==> src/sv/crcrv_pkg.sv <==
// ----------------------------------------------------------------------------
// crcrv_pkg
// Shared types, constants and the byte-wide CRC-32 step for the record
// validator.
// ----------------------------------------------------------------------------
package crcrv_pkg;

    // Record layout and check values
    localparam logic [31:0] REC_MAGIC   = 32'h4A52_4450;
    localparam logic [7:0]  REC_VERSION = 8'd1;
    localparam logic [31:0] CRC_POLY    = 32'hEDB8_8320;   // reflected CRC-32
    localparam logic [31:0] CRC_INIT    = 32'hFFFF_FFFF;
    localparam logic [7:0]  ERASED_BYTE = 8'hFF;

    localparam int          POS_W       = 4;
    localparam logic [3:0]  MAGIC_LAST  = 4'd3;
    localparam logic [3:0]  VERSION_POS = 4'd4;
    localparam logic [3:0]  STAGE_POS   = 4'd5;
    localparam logic [3:0]  MASK_POS    = 4'd6;
    localparam logic [3:0]  SEQ_FIRST   = 4'd8;
    localparam logic [3:0]  SEQ_LAST    = 4'd11;
    localparam logic [3:0]  CRC_SPAN    = 4'd12;
    localparam logic [3:0]  LAST_POS    = 4'd15;

    // Configuration port
    localparam int          CFG_IDX_W   = 2;
    localparam int          CFG_DATA_W  = 8;
    localparam logic [CFG_IDX_W-1:0] CFG_BEGUN_STAGE   = 2'd0;
    localparam logic [CFG_IDX_W-1:0] CFG_FAILED_STAGE  = 2'd1;
    localparam logic [CFG_IDX_W-1:0] CFG_GARBAGE_ABSENT = 2'd2;

    localparam logic [7:0]  BEGUN_RESET  = 8'd1;
    localparam logic [7:0]  FAILED_RESET = 8'd2;

    typedef enum logic [1:0] {
        VERDICT_ABSENT  = 2'd0,
        VERDICT_VALID   = 2'd1,
        VERDICT_GARBAGE = 2'd2
    } t_verdict;

    // Control from the record tracker to the CRC unit
    typedef struct packed {
        logic start;    // byte zero: seed from the initial value
        logic update;   // fold the byte into the CRC
    } t_crc_ctl;

    // One reflected CRC-32 byte step, eight shift/xor stages
    function automatic logic [31:0] crc_byte(input logic [31:0] c, input logic [7:0] b);
        logic [31:0] x;
        x = c ^ {24'd0, b};
        for (int k = 0; k < 8; k++) begin
            x = (x >> 1) ^ (CRC_POLY & {32{x[0]}});
        end
        return x;
    endfunction

endpackage

==> src/sv/crcrv_in_if.sv <==
// ----------------------------------------------------------------------------
// crcrv_in_if
// Byte channel into the validator: valid/ready plus one record byte.
// ----------------------------------------------------------------------------
interface crcrv_in_if;
    logic       valid;
    logic       ready;
    logic [7:0] data_byte;
    logic       first_byte;

    modport source (output valid, output data_byte, output first_byte, input ready);
    modport sink   (input valid, input data_byte, input first_byte, output ready);
endinterface

==> src/sv/crcrv_out_if.sv <==
// ----------------------------------------------------------------------------
// crcrv_out_if
// Verdict channel out of the validator: valid/ready plus the record summary.
// ----------------------------------------------------------------------------
interface crcrv_out_if;
    logic                valid;
    logic                ready;
    crcrv_pkg::t_verdict verdict;
    logic [7:0]          stage_value;
    logic [7:0]          failure_mask;
    logic [31:0]         sequence_number;
    logic                crc_matched;

    modport source (output valid, output verdict, output stage_value, output failure_mask,
                    output sequence_number, output crc_matched, input ready);
    modport sink   (input valid, input verdict, input stage_value, input failure_mask,
                    input sequence_number, input crc_matched, output ready);
endinterface

==> src/sv/crc_checked_record_validator_top.sv <==
// ----------------------------------------------------------------------------
// crc_checked_record_validator_top
// Journal record validator: judges a 16-byte record as absent, valid or
// garbage.
// ----------------------------------------------------------------------------
// Usage
//   i_in  : one record byte per transaction; first_byte marks byte zero and
//           drops any partial record. After byte 15 the next byte starts a
//           new record whether or not first_byte is set.
//   o_out : one transaction per complete record carrying the verdict, the
//           stage and failure-mask bytes, the sequence number and the CRC
//           match flag.
//   cfg   : i_cfg_we/i_cfg_idx/i_cfg_wdata write the accepted stage codes and
//           the garbage-as-absent flag; write only while the block is idle.
// Timing
//   One byte per cycle unless byte 15 is held (see Stall); the verdict is in
//   the output register the cycle after byte 15 is taken. The CRC unit folds
//   bytes 0 to 11 into a 32-bit register, one per cycle as they are taken;
//   the verdict compares sit between the record and output registers.
// Reset
//   Synchronous, active low: byte count to zero, CRC to all ones, erased
//   flag set, output empty, configuration registers to their defaults.
// Stall
//   Only the byte after byte 14 (even a restart) can wait: it is held while
//   a previous verdict is still pending and o_out.ready is low.
// ----------------------------------------------------------------------------
module crc_checked_record_validator_top (
    input  logic                              i_clk,
    input  logic                              i_rst_n,
    crcrv_in_if.sink                          i_in,
    crcrv_out_if.source                       o_out,
    input  logic                              i_cfg_we,
    input  logic [crcrv_pkg::CFG_IDX_W-1:0]   i_cfg_idx,
    input  logic [crcrv_pkg::CFG_DATA_W-1:0]  i_cfg_wdata
);
    import crcrv_pkg::*;

    // configuration
    logic [7:0]  r_begun_code;
    logic [7:0]  r_failed_code;
    logic        r_garbage_absent;

    // record tracking
    logic [POS_W-1:0] r_pos;
    logic             r_erased;
    logic [31:0]      r_magic;
    logic [7:0]       r_version;
    logic [7:0]       r_stage;
    logic [7:0]       r_mask;
    logic [31:0]      r_seq;
    logic [31:0]      r_scrc;
    logic [31:0]      crc_now;

    // output register
    logic        r_out_valid;
    t_verdict    r_verdict;
    logic [7:0]  r_out_stage;
    logic [7:0]  r_out_mask;
    logic [31:0] r_out_seq;
    logic        r_out_crc_ok;

    logic             in_fire;
    logic             out_fire;
    logic [POS_W-1:0] pos;
    logic             last;
    logic             n_erased;
    logic [31:0]      stored_crc;
    logic             crc_ok;
    logic             bad;
    t_verdict         n_verdict;
    t_crc_ctl         crc_ctl;

    // byte 15 is held back only while a finished verdict is still waiting
    assign i_in.ready = !(r_out_valid && !o_out.ready && (r_pos == LAST_POS));
    assign in_fire    = i_in.valid && i_in.ready;
    assign out_fire   = r_out_valid && o_out.ready;

    always_comb begin
        pos        = i_in.first_byte ? '0 : r_pos;
        last       = (pos == LAST_POS);
        n_erased   = ((pos == '0) ? 1'b1 : r_erased) && (i_in.data_byte == ERASED_BYTE);
        // last stored-CRC byte lands straight into the compare
        stored_crc = {i_in.data_byte, r_scrc[31:8]};
        crc_ok     = (~crc_now == stored_crc);
        bad        = (r_magic != REC_MAGIC) || (r_version != REC_VERSION) || !crc_ok ||
                     ((r_stage != r_begun_code) && (r_stage != r_failed_code));
        if (n_erased) begin
            n_verdict = VERDICT_ABSENT;
        end else if (bad) begin
            n_verdict = r_garbage_absent ? VERDICT_ABSENT : VERDICT_GARBAGE;
        end else begin
            n_verdict = VERDICT_VALID;
        end
        crc_ctl.start  = (pos == '0);
        crc_ctl.update = in_fire && (pos < CRC_SPAN);
    end

    crcrv_crc_unit u_crc (
        .i_clk       (i_clk),
        .i_rst_n     (i_rst_n),
        .i_ctl       (crc_ctl),
        .i_data_byte (i_in.data_byte),
        .o_crc       (crc_now)
    );

    // configuration writes; indices past the list are ignored
    always_ff @(posedge i_clk) begin
        if (!i_rst_n) begin
            r_begun_code     <= BEGUN_RESET;
            r_failed_code    <= FAILED_RESET;
            r_garbage_absent <= 1'b0;
        end else if (i_cfg_we) begin
            case (i_cfg_idx)
                CFG_BEGUN_STAGE:    r_begun_code     <= i_cfg_wdata[7:0];
                CFG_FAILED_STAGE:   r_failed_code    <= i_cfg_wdata[7:0];
                CFG_GARBAGE_ABSENT: r_garbage_absent <= i_cfg_wdata[0];
                default: begin
                end
            endcase
        end
    end

    // record position and erased tracking
    always_ff @(posedge i_clk) begin
        if (!i_rst_n) begin
            r_pos    <= '0;
            r_erased <= 1'b1;
        end else if (in_fire) begin
            r_pos    <= pos + 1'b1;   // wraps to zero after byte 15
            r_erased <= n_erased;
        end
    end

    // field capture; every field is fully overwritten before it is judged
    always_ff @(posedge i_clk) begin
        if (in_fire) begin
            case (pos) inside
                [4'd0:MAGIC_LAST]:    r_magic   <= {i_in.data_byte, r_magic[31:8]};
                VERSION_POS:          r_version <= i_in.data_byte;
                STAGE_POS:            r_stage   <= i_in.data_byte;
                MASK_POS:             r_mask    <= i_in.data_byte;
                [SEQ_FIRST:SEQ_LAST]: r_seq     <= {i_in.data_byte, r_seq[31:8]};
                [CRC_SPAN:LAST_POS]:  r_scrc    <= {i_in.data_byte, r_scrc[31:8]};
                default: begin
                end
            endcase
        end
    end

    // output register
    always_ff @(posedge i_clk) begin
        if (!i_rst_n) begin
            r_out_valid <= 1'b0;
        end else if (in_fire && last) begin
            r_out_valid <= 1'b1;
        end else if (out_fire) begin
            r_out_valid <= 1'b0;
        end
    end

    always_ff @(posedge i_clk) begin
        if (in_fire && last) begin
            r_verdict    <= n_verdict;
            r_out_stage  <= r_stage;
            r_out_mask   <= r_mask;
            r_out_seq    <= r_seq;
            r_out_crc_ok <= crc_ok;
        end
    end

    assign o_out.valid           = r_out_valid;
    assign o_out.verdict         = r_verdict;
    assign o_out.stage_value     = r_out_stage;
    assign o_out.failure_mask    = r_out_mask;
    assign o_out.sequence_number = r_out_seq;
    assign o_out.crc_matched     = r_out_crc_ok;

endmodule

==> src/sv/crcrv_crc_unit.sv <==
// ----------------------------------------------------------------------------
// crcrv_crc_unit
// Running reflected CRC-32 register, one byte folded in per transaction.
// ----------------------------------------------------------------------------
module crcrv_crc_unit (
    input  logic                i_clk,
    input  logic                i_rst_n,
    input  crcrv_pkg::t_crc_ctl i_ctl,
    input  logic [7:0]          i_data_byte,
    output logic [31:0]         o_crc
);
    import crcrv_pkg::*;

    logic [31:0] r_crc;
    logic [31:0] n_crc;

    always_comb begin
        n_crc = crc_byte(i_ctl.start ? CRC_INIT : r_crc, i_data_byte);
    end

    always_ff @(posedge i_clk) begin
        if (!i_rst_n) begin
            r_crc <= CRC_INIT;
        end else if (i_ctl.update) begin
            r_crc <= n_crc;
        end
    end

    assign o_crc = r_crc;

endmodule

==> src/flat_wrapper.sv <==
// flat-port wrapper written by rule: the top's interface ports become plain ports
module crc_checked_record_validator_top_flat import crcrv_pkg::*;
  (i_clk, i_rst_n, i_cfg_we, i_cfg_idx, i_cfg_wdata, i_in_valid, i_in_data_byte, i_in_first_byte, i_in_ready, o_out_valid, o_out_verdict, o_out_stage_value, o_out_failure_mask, o_out_sequence_number, o_out_crc_matched, o_out_ready);
  crcrv_in_if i_in_i ();
  crcrv_out_if o_out_i ();
  input  logic i_clk;
  input  logic i_rst_n;
  input  logic i_cfg_we;
  input  logic [crcrv_pkg::CFG_IDX_W-1:0] i_cfg_idx;
  input  logic [crcrv_pkg::CFG_DATA_W-1:0] i_cfg_wdata;
  input wire logic [$bits(i_in_i.valid)-1:0] i_in_valid;
  input wire logic [$bits(i_in_i.data_byte)-1:0] i_in_data_byte;
  input wire logic [$bits(i_in_i.first_byte)-1:0] i_in_first_byte;
  output wire logic [$bits(i_in_i.ready)-1:0] i_in_ready;
  output wire logic [$bits(o_out_i.valid)-1:0] o_out_valid;
  output wire logic [$bits(o_out_i.verdict)-1:0] o_out_verdict;
  output wire logic [$bits(o_out_i.stage_value)-1:0] o_out_stage_value;
  output wire logic [$bits(o_out_i.failure_mask)-1:0] o_out_failure_mask;
  output wire logic [$bits(o_out_i.sequence_number)-1:0] o_out_sequence_number;
  output wire logic [$bits(o_out_i.crc_matched)-1:0] o_out_crc_matched;
  input wire logic [$bits(o_out_i.ready)-1:0] o_out_ready;
  assign i_in_i.valid = i_in_valid;
  assign i_in_i.data_byte = i_in_data_byte;
  assign i_in_i.first_byte = i_in_first_byte;
  assign i_in_ready = i_in_i.ready;
  assign o_out_valid = o_out_i.valid;
  assign o_out_verdict = o_out_i.verdict;
  assign o_out_stage_value = o_out_i.stage_value;
  assign o_out_failure_mask = o_out_i.failure_mask;
  assign o_out_sequence_number = o_out_i.sequence_number;
  assign o_out_crc_matched = o_out_i.crc_matched;
  assign o_out_i.ready = o_out_ready;
  crc_checked_record_validator_top u_core (.i_clk(i_clk), .i_rst_n(i_rst_n), .i_in(i_in_i), .o_out(o_out_i), .i_cfg_we(i_cfg_we), .i_cfg_idx(i_cfg_idx), .i_cfg_wdata(i_cfg_wdata));
endmodule
==> config.mk <==
export PLATFORM = sky130hd
export DESIGN_NAME = crc_checked_record_validator_top_flat
export DESIGN_NICKNAME = d
export VERILOG_FILES = /design/src/sv/crcrv_pkg.sv /design/src/sv/crcrv_in_if.sv /design/src/sv/crcrv_out_if.sv /design/src/sv/crc_checked_record_validator_top.sv /design/src/sv/crcrv_crc_unit.sv /design/src/flat_wrapper.sv
export SDC_FILE = /design/constraint.sdc
export NUM_CORES = 1
export LEC_CHECK = 0
export ABC_AREA = 1
export BUFFER_PORTS_ARGS = -buffer_cell sky130_fd_sc_hd__buf_4
export CAP_MARGIN = 10
export CORE_UTILIZATION = 45
export DETAILED_ROUTE_END_ITERATION = 7
export PLACE_DENSITY = 0.69
export SLEW_MARGIN = 20
export SYNTH_ARGS = -nofsm -noshare
export SYNTH_HDL_FRONTEND = slang
export SYNTH_SLANG_ARGS = --single-unit
==> constraint.sdc <==
create_clock -name i_clk -period 3.9 [get_ports i_clk]
set_input_delay 0.195 -clock i_clk [delete_from_list [all_inputs] [get_ports i_clk]]
set_output_delay 0.195 -clock i_clk [all_outputs]
set_load 0.01 [all_outputs]
---- Yosys cells after proc, flatten, opt, wreduce, memory -nomap -nowiden ----
Index checks and enable logic that the tools add are counted.
storage, ports and cells
  bits in registers ....................... 226
  bits of input ports ..................... 24
  output and inout bits ................... 53
  logic and storage cells ................. 93
cells by class
  $add $sub $neg .......................... 1
  magnitude comparators ................... 7
  eq/ne operators ......................... 13
  multiplexer cells ....................... 7
  bitwise gates (word level) .............. 16
  reductions and logical operators ........ 30
operators by type and width
  operator                                                        count
  bitwise XOR 31 x 32 -> 32 bit                                   8
  equality test 32 bit                                            1
  two-way mux 32 bit                                              1
  != test 32 x 31 -> 1 bit, second input constant                 1
  NOT 32 bit                                                      1
  bitwise XOR 32 x 8 -> 32 bit                                    1
  != test 8 bit                                                   2
  equality test 4 x 3 -> 1 bit, second input constant             3
  logical AND 1 bit                                               11
  equality test 4 bit, second input constant                      2
  equality test 8 bit, second input constant                      1
  >= comparator 4 bit, second input constant                      2
  less-or-equal comparator 4 bit, second input constant           2
  != test 8 x 1 -> 1 bit, second input constant                   1
  AND reduction 2 bit                                             4
  AND reduction 7 bit                                             1
  NOT 1 bit                                                       6
  AND reduction 6 bit                                             1
  AND reduction 5 bit                                             1
  adder 4 x 1 -> 4 bit, second input constant                     1
  >= comparator 4 x 1 -> 1 bit, second input constant             1
  less-or-equal comparator 4 x 2 -> 1 bit, second input constant  1
  logical NOT 4 bit                                               1
  less-than comparator 4 bit, second input constant               1
  other kinds (12)                                                19

---- Depth between registers and ports, before layout ----
  depth after elaboration ................. 12
  depth in mapped cells ................... 17
  depth with buffers taken out ............ 16

---- Hierarchy ----
Synthesis repeated with hierarchy kept, for this count alone.
unflattened totals
  cell total of the unflattened synthesis .. 893
  area total of the unflattened synthesis .. 9,292.7 sq um
by module, submodules not included
  module                            instances  cells an instance  area each (sq um)  seq. area each (sq um)
  crc_checked_record_validator_top  1          540                7,016.7            5,355.1
  crcrv_crc_unit                    1          353                2,275.9            640.6

---- Least setup slack after synthesis ----
OpenSTA, ideal clock, no wires.
  kind .................................... register to register
  start ................................... register u_core.r_out_valid, in the netlist u_core.o_out.valid
  end ..................................... register u_core.r_out_crc_ok, in the netlist u_core.o_out.crc_matched, enable pin
  setup time .............................. 0.406 ns
  arrival time ............................ 3.753 ns
  data required time ...................... 3.494 ns
  path slack .............................. -0.259 ns
  cell stages (with the launch flop) ...... 9
  path buffers ............................ 1
  period minus slack after synthesis ...... 4.159 ns
  cell sequence ........................... dfxtp_1 -> inv_1 -> nor2_1 -> nand4_1 -> nand2_1 -> clkbuf_1 -> nor3_1 -> nand2_1 -> inv_1
on the way
  cells in the longest elaborated chain, start to end .. 5
RTL lines
  what                            RTL line                                 text
  start, declared                 crc_checked_record_validator_top.sv:55   logic r_out_valid;
  start signal, assigned          crc_checked_record_validator_top.sv:153  r_out_valid <= 1'b0;
  start signal, assigned          crc_checked_record_validator_top.sv:155  r_out_valid <= 1'b1;
  start signal, assigned          crc_checked_record_validator_top.sv:157  r_out_valid <= 1'b0;
  logical AND 1 bit (2 in a row)  crc_checked_record_validator_top.sv:74   assign i_in.ready = !(r_out_valid && !o_out.ready && (r_pos == LAST_POS));
  logical NOT 1 bit               crc_checked_record_validator_top.sv:74
  via i_in_ready                  flat_wrapper.sv:14                       output wire logic [$bits(i_in_i.ready)-1:0] i_in_ready;
  logical AND 1 bit               crc_checked_record_validator_top.sv:75   assign in_fire = i_in.valid && i_in.ready;
  logical AND 1 bit               crc_checked_record_validator_top.sv:162  if (in_fire && last) begin
  end signal, assigned            crc_checked_record_validator_top.sv:167  r_out_crc_ok <= crc_ok;
  end, declared                   crc_checked_record_validator_top.sv:60   logic r_out_crc_ok;
The timed path passes the listed nets, and every way through them passes these cells.
A chain may end at the register's enable or synchronous reset.

---- Worst setup path in the final report ----
  start ................................... register u_core.r_pos[0]
  end ..................................... register u_core.u_crc.r_crc[17], in the netlist u_core.u_crc.o_crc[17]
on the way
  cells in the longest elaborated chain, start to end .. 12
  elaborated cells on any way between the ends .. 18
  classes of those cells .................. order compare: 1; eq/ne: 1; mux: 2; bitwise: 9; reduce/logical: 5
RTL lines
  what                                        RTL line                                 text
  start, declared                             crc_checked_record_validator_top.sv:44   logic [POS_W-1:0] r_pos;
  start signal, assigned                      crc_checked_record_validator_top.sv:129  r_pos <= pos + 1'b1;
  two-way mux 4 bit                           crc_checked_record_validator_top.sv:79   pos = i_in.first_byte ? '0 : r_pos;
  logical NOT 4 bit                           crc_checked_record_validator_top.sv:94   crc_ctl.start = (pos == '0);
  two-way mux 32 bit                          crcrv_crc_unit.sv:18                     n_crc = crc_byte(i_ctl.start ? CRC_INIT : r_crc, i_data_byte);
  bitwise XOR 32 x 8 -> 32 bit                crcrv_pkg.sv:50                          x = c ^ {24'd0, b};
  bitwise XOR 31 x 32 -> 32 bit (8 in a row)  crcrv_pkg.sv:52                          x = (x >> 1) ^ (CRC_POLY & {32{x[0]}});
  end signal, assigned                        crcrv_crc_unit.sv:25                     r_crc <= n_crc;
  end, declared                               crcrv_crc_unit.sv:14                     logic [31:0] r_crc;
Several ways; a longest one is shown, not always the timed one.

==> impl_metrics.toml <==
[outcome]
outcome = "completed"

[clock_tree]
cts.sinks = 218
htree_levels = 1
worstSkewPairLatency_ps = 520
cts_root_buffer = "clkbuf_16"
clk_path_buf_depth = 3
postCtsSetupBuffers = 0
cts_tree = "done"
clk_pin_slew_ps = 60
cts_buffers = 23

[drt]
drt_iter0_markers = 556
viasPerCell = 5.12
ant_nets = 0
first_pass_iters = 5
avgRoutedWirePerCell_um = 16.1
wl_um = 19800
vias = 6276
drcViolationCount = 0

[grt]
grt_pass1_wl_um = 31200
grt_pass1_vias = 5798
grt_max_degree = 33
antenna_found_initial = 0
gr-total-overflow = 0
track_usage = 0.197

[pwr]
powerDensity_nw_per_um2 = 493
peakVddDrop_uv = 277
power_mw = 5.48
leakage_nw = 4.43

[floorplan]
die_width_um = 145
die_area_um2 = 21000
die_h_um = 145
io_pins = 77
coreArea_um2 = 19700
start_util = 0.466
rows = 51

[sta]
fmax_mhz = 388
tns_ps = 0
fin_crit_sh = 0.660
tightest_slew_ps = 1050
slew_headroom = 0.301
setup_viol = 0
slew_violations = 0
hold_viol = 0
finalClockSkew_ps = 13.8
min_period_ps = 2580
rsz0062_at_grt = "no"

[final_layout]
final_common_cell = "nand2_1"
area_growth_pct = 21.0
diodes = 0
layout.nets = 972
final_cell_area_um2 = 11100
most-common-layout-cells = "172 x nand2_1, 163 x edfxtp_1, 89 x buf_4"
drive_gt1_frac = 0.184

[placed_design]
dpl_cell_area_um2 = 10100
io_buffers = 76
place_hpwl_um = 13300
place_congestion = 0.896

[synth]
syn_area_um2 = 9190
seq_area_frac_synth = 0.653
synth_largest_area_cell = "edfxtp_1"
syn_area_per_cell_um2 = 11.1
post_synth_num_cell_types = 41
yosysWarnings = 0
synth.net_count = 857
ys_ff_latch = 218
synth_area_leaders = "edfxtp_1 53%, dfxtp_1 12%, nand2_1 7.0%"
yosys.area.top_type_share = 0.533
syn_inst = 829

[worst_setup_path]
worst-path-max-fanout = 28
critical_path_buf_inv_count = 4
worstSetupPathType = "flop to flop"
crit_required_ps = 4310
cpMaxStageDelayCell = "xor2_1"
cp_slowest_stage_delay_ps = 400
crit_family = "simple AND/OR/NAND/NOR gates"
arrival_ps = 2980
worstSetupEndpointType = "flop"
path_cells = "inv_1, nor2_1, inv_1, ha_1, nand3_4, nand2_2, xor2_1, buf_4, nand2_1, nand3_1, nand2_1, inv_1, nand2_1, nand3_1, nand2_1"
crit_path_frequent_cell = "nand2_1"
worst_setup_path_start_kind = "flop"

[flow_run]
drv_cap = 0

[hold_path]
hold_path_class = "input port to flop"
## sequential cells by signal, summed over array words and instances (netlist names)
name                          count
u_core.r_version                  8
u_core.r_scrc                    24
u_core.r_garbage_absent           1
u_core.r_erased                   1
u_core.o_out.valid                1
u_core.o_out.sequence_number     32
u_core.r_magic                   32
u_core.r_stage                    8
u_core.r_mask                     8
u_core.o_out.stage_value          8
u_core.o_out.failure_mask         8
u_core.r_failed_code              8
u_core.u_crc.o_crc               32
u_core.r_begun_code               8
u_core.o_out.crc_matched          1
u_core.o_out.verdict              2
u_core.r_pos                      4
u_core.r_seq                     32
## cell usage after synthesis, drive strengths merged
cell and number:
o211ai 3, nand3b 2, clkinv 1, o221ai 4
inv 71, xor2 43, clkbuf 13, o31ai 1
nor3 13, nor4 9, nand4 16, ha 4
or2 7, o21ai 43, o21a 3, dfxtp 55
nand2 198, nand3 51, edfxtp 163, a21oi 41
xnor2 17, nor2 60, buf 6, a22o 1
o22ai 4
## worst paths after layout
kind                                        start                           end  slack [ps]  cells after the start
worst min register to register   u_core.r_mask[4]  u_core.o_out.failure_mask[4]         420                      0
worst max register to register    u_core.r_pos[0]        u_core.u_crc.o_crc[17]        1320                     15
worst max-delay path              u_core.r_pos[0]        u_core.u_crc.o_crc[17]        1320                     15
worst min-delay path            i_in_data_byte[0]             u_core.r_scrc[24]          30                      1
## layer usage
metal  GRT usage  vias up  wire length, µm
li1            -     3071                -
met1       0.276     2942             9020
met2       0.316      228             9080
met3      0.0326       35             1300
met4      0.0565        0              401
met5           0        -                0
## area by class of cell
type                            count  area [µm²]
Clock buffer                       34         677
Tap cell                          265         332
Fill cell                        1609        8600
Sequential cell                   218        6000
Timing Repair Buffer              109         868
Multi-Input combinational cell    520        2840
Clock inverter                      8         136
Inverter                           72         273
## cells by family (layout without fill, tap and decap cells)
group	Yosys count	count (layout)	share of synthesized area
AND/OR/NAND/NOR	356	356	0.180
XOR/XNOR	60	60	0.0609
flip-flops	218	218	0.653
adder cells (fa/ha/maj)	4	4	0.00545
AO/OA/AOI/OAI	100	100	0.0602
buffers and inverters	91	223	0.0406
## power by group
group	switching [mW]	internal [mW]	total [mW]
clock	0.876	1.41	2.29
sequential	0.0688	2.56	2.63
combinational	0.363	0.199	0.562
total	1.31	4.17	5.48
## repair_timing
action,4_1_cts,5_1_grt
hold buffers,19,1
hold endpoints to repair,46,1
resized for setup,0,0
## through the flow
stage | std cells | utilization | hold slack [ps] | worst slack (ps)
5_1_grt | 1226 | 0.564 | 18.8 | 1080
2_1_floorplan | 829 | - | 294 | 393
3_5_place_dp | 1164 | 0.513 | 405 | 1360
4_1_cts | 1225 | 0.563 | 16.5 | 1340
6_report | 1226 | 0.564 | 26.9 | 1320
3_3_place_gp | 1164 | 0.513 | 401 | 1430
Power figures use the tool's default switching activity.
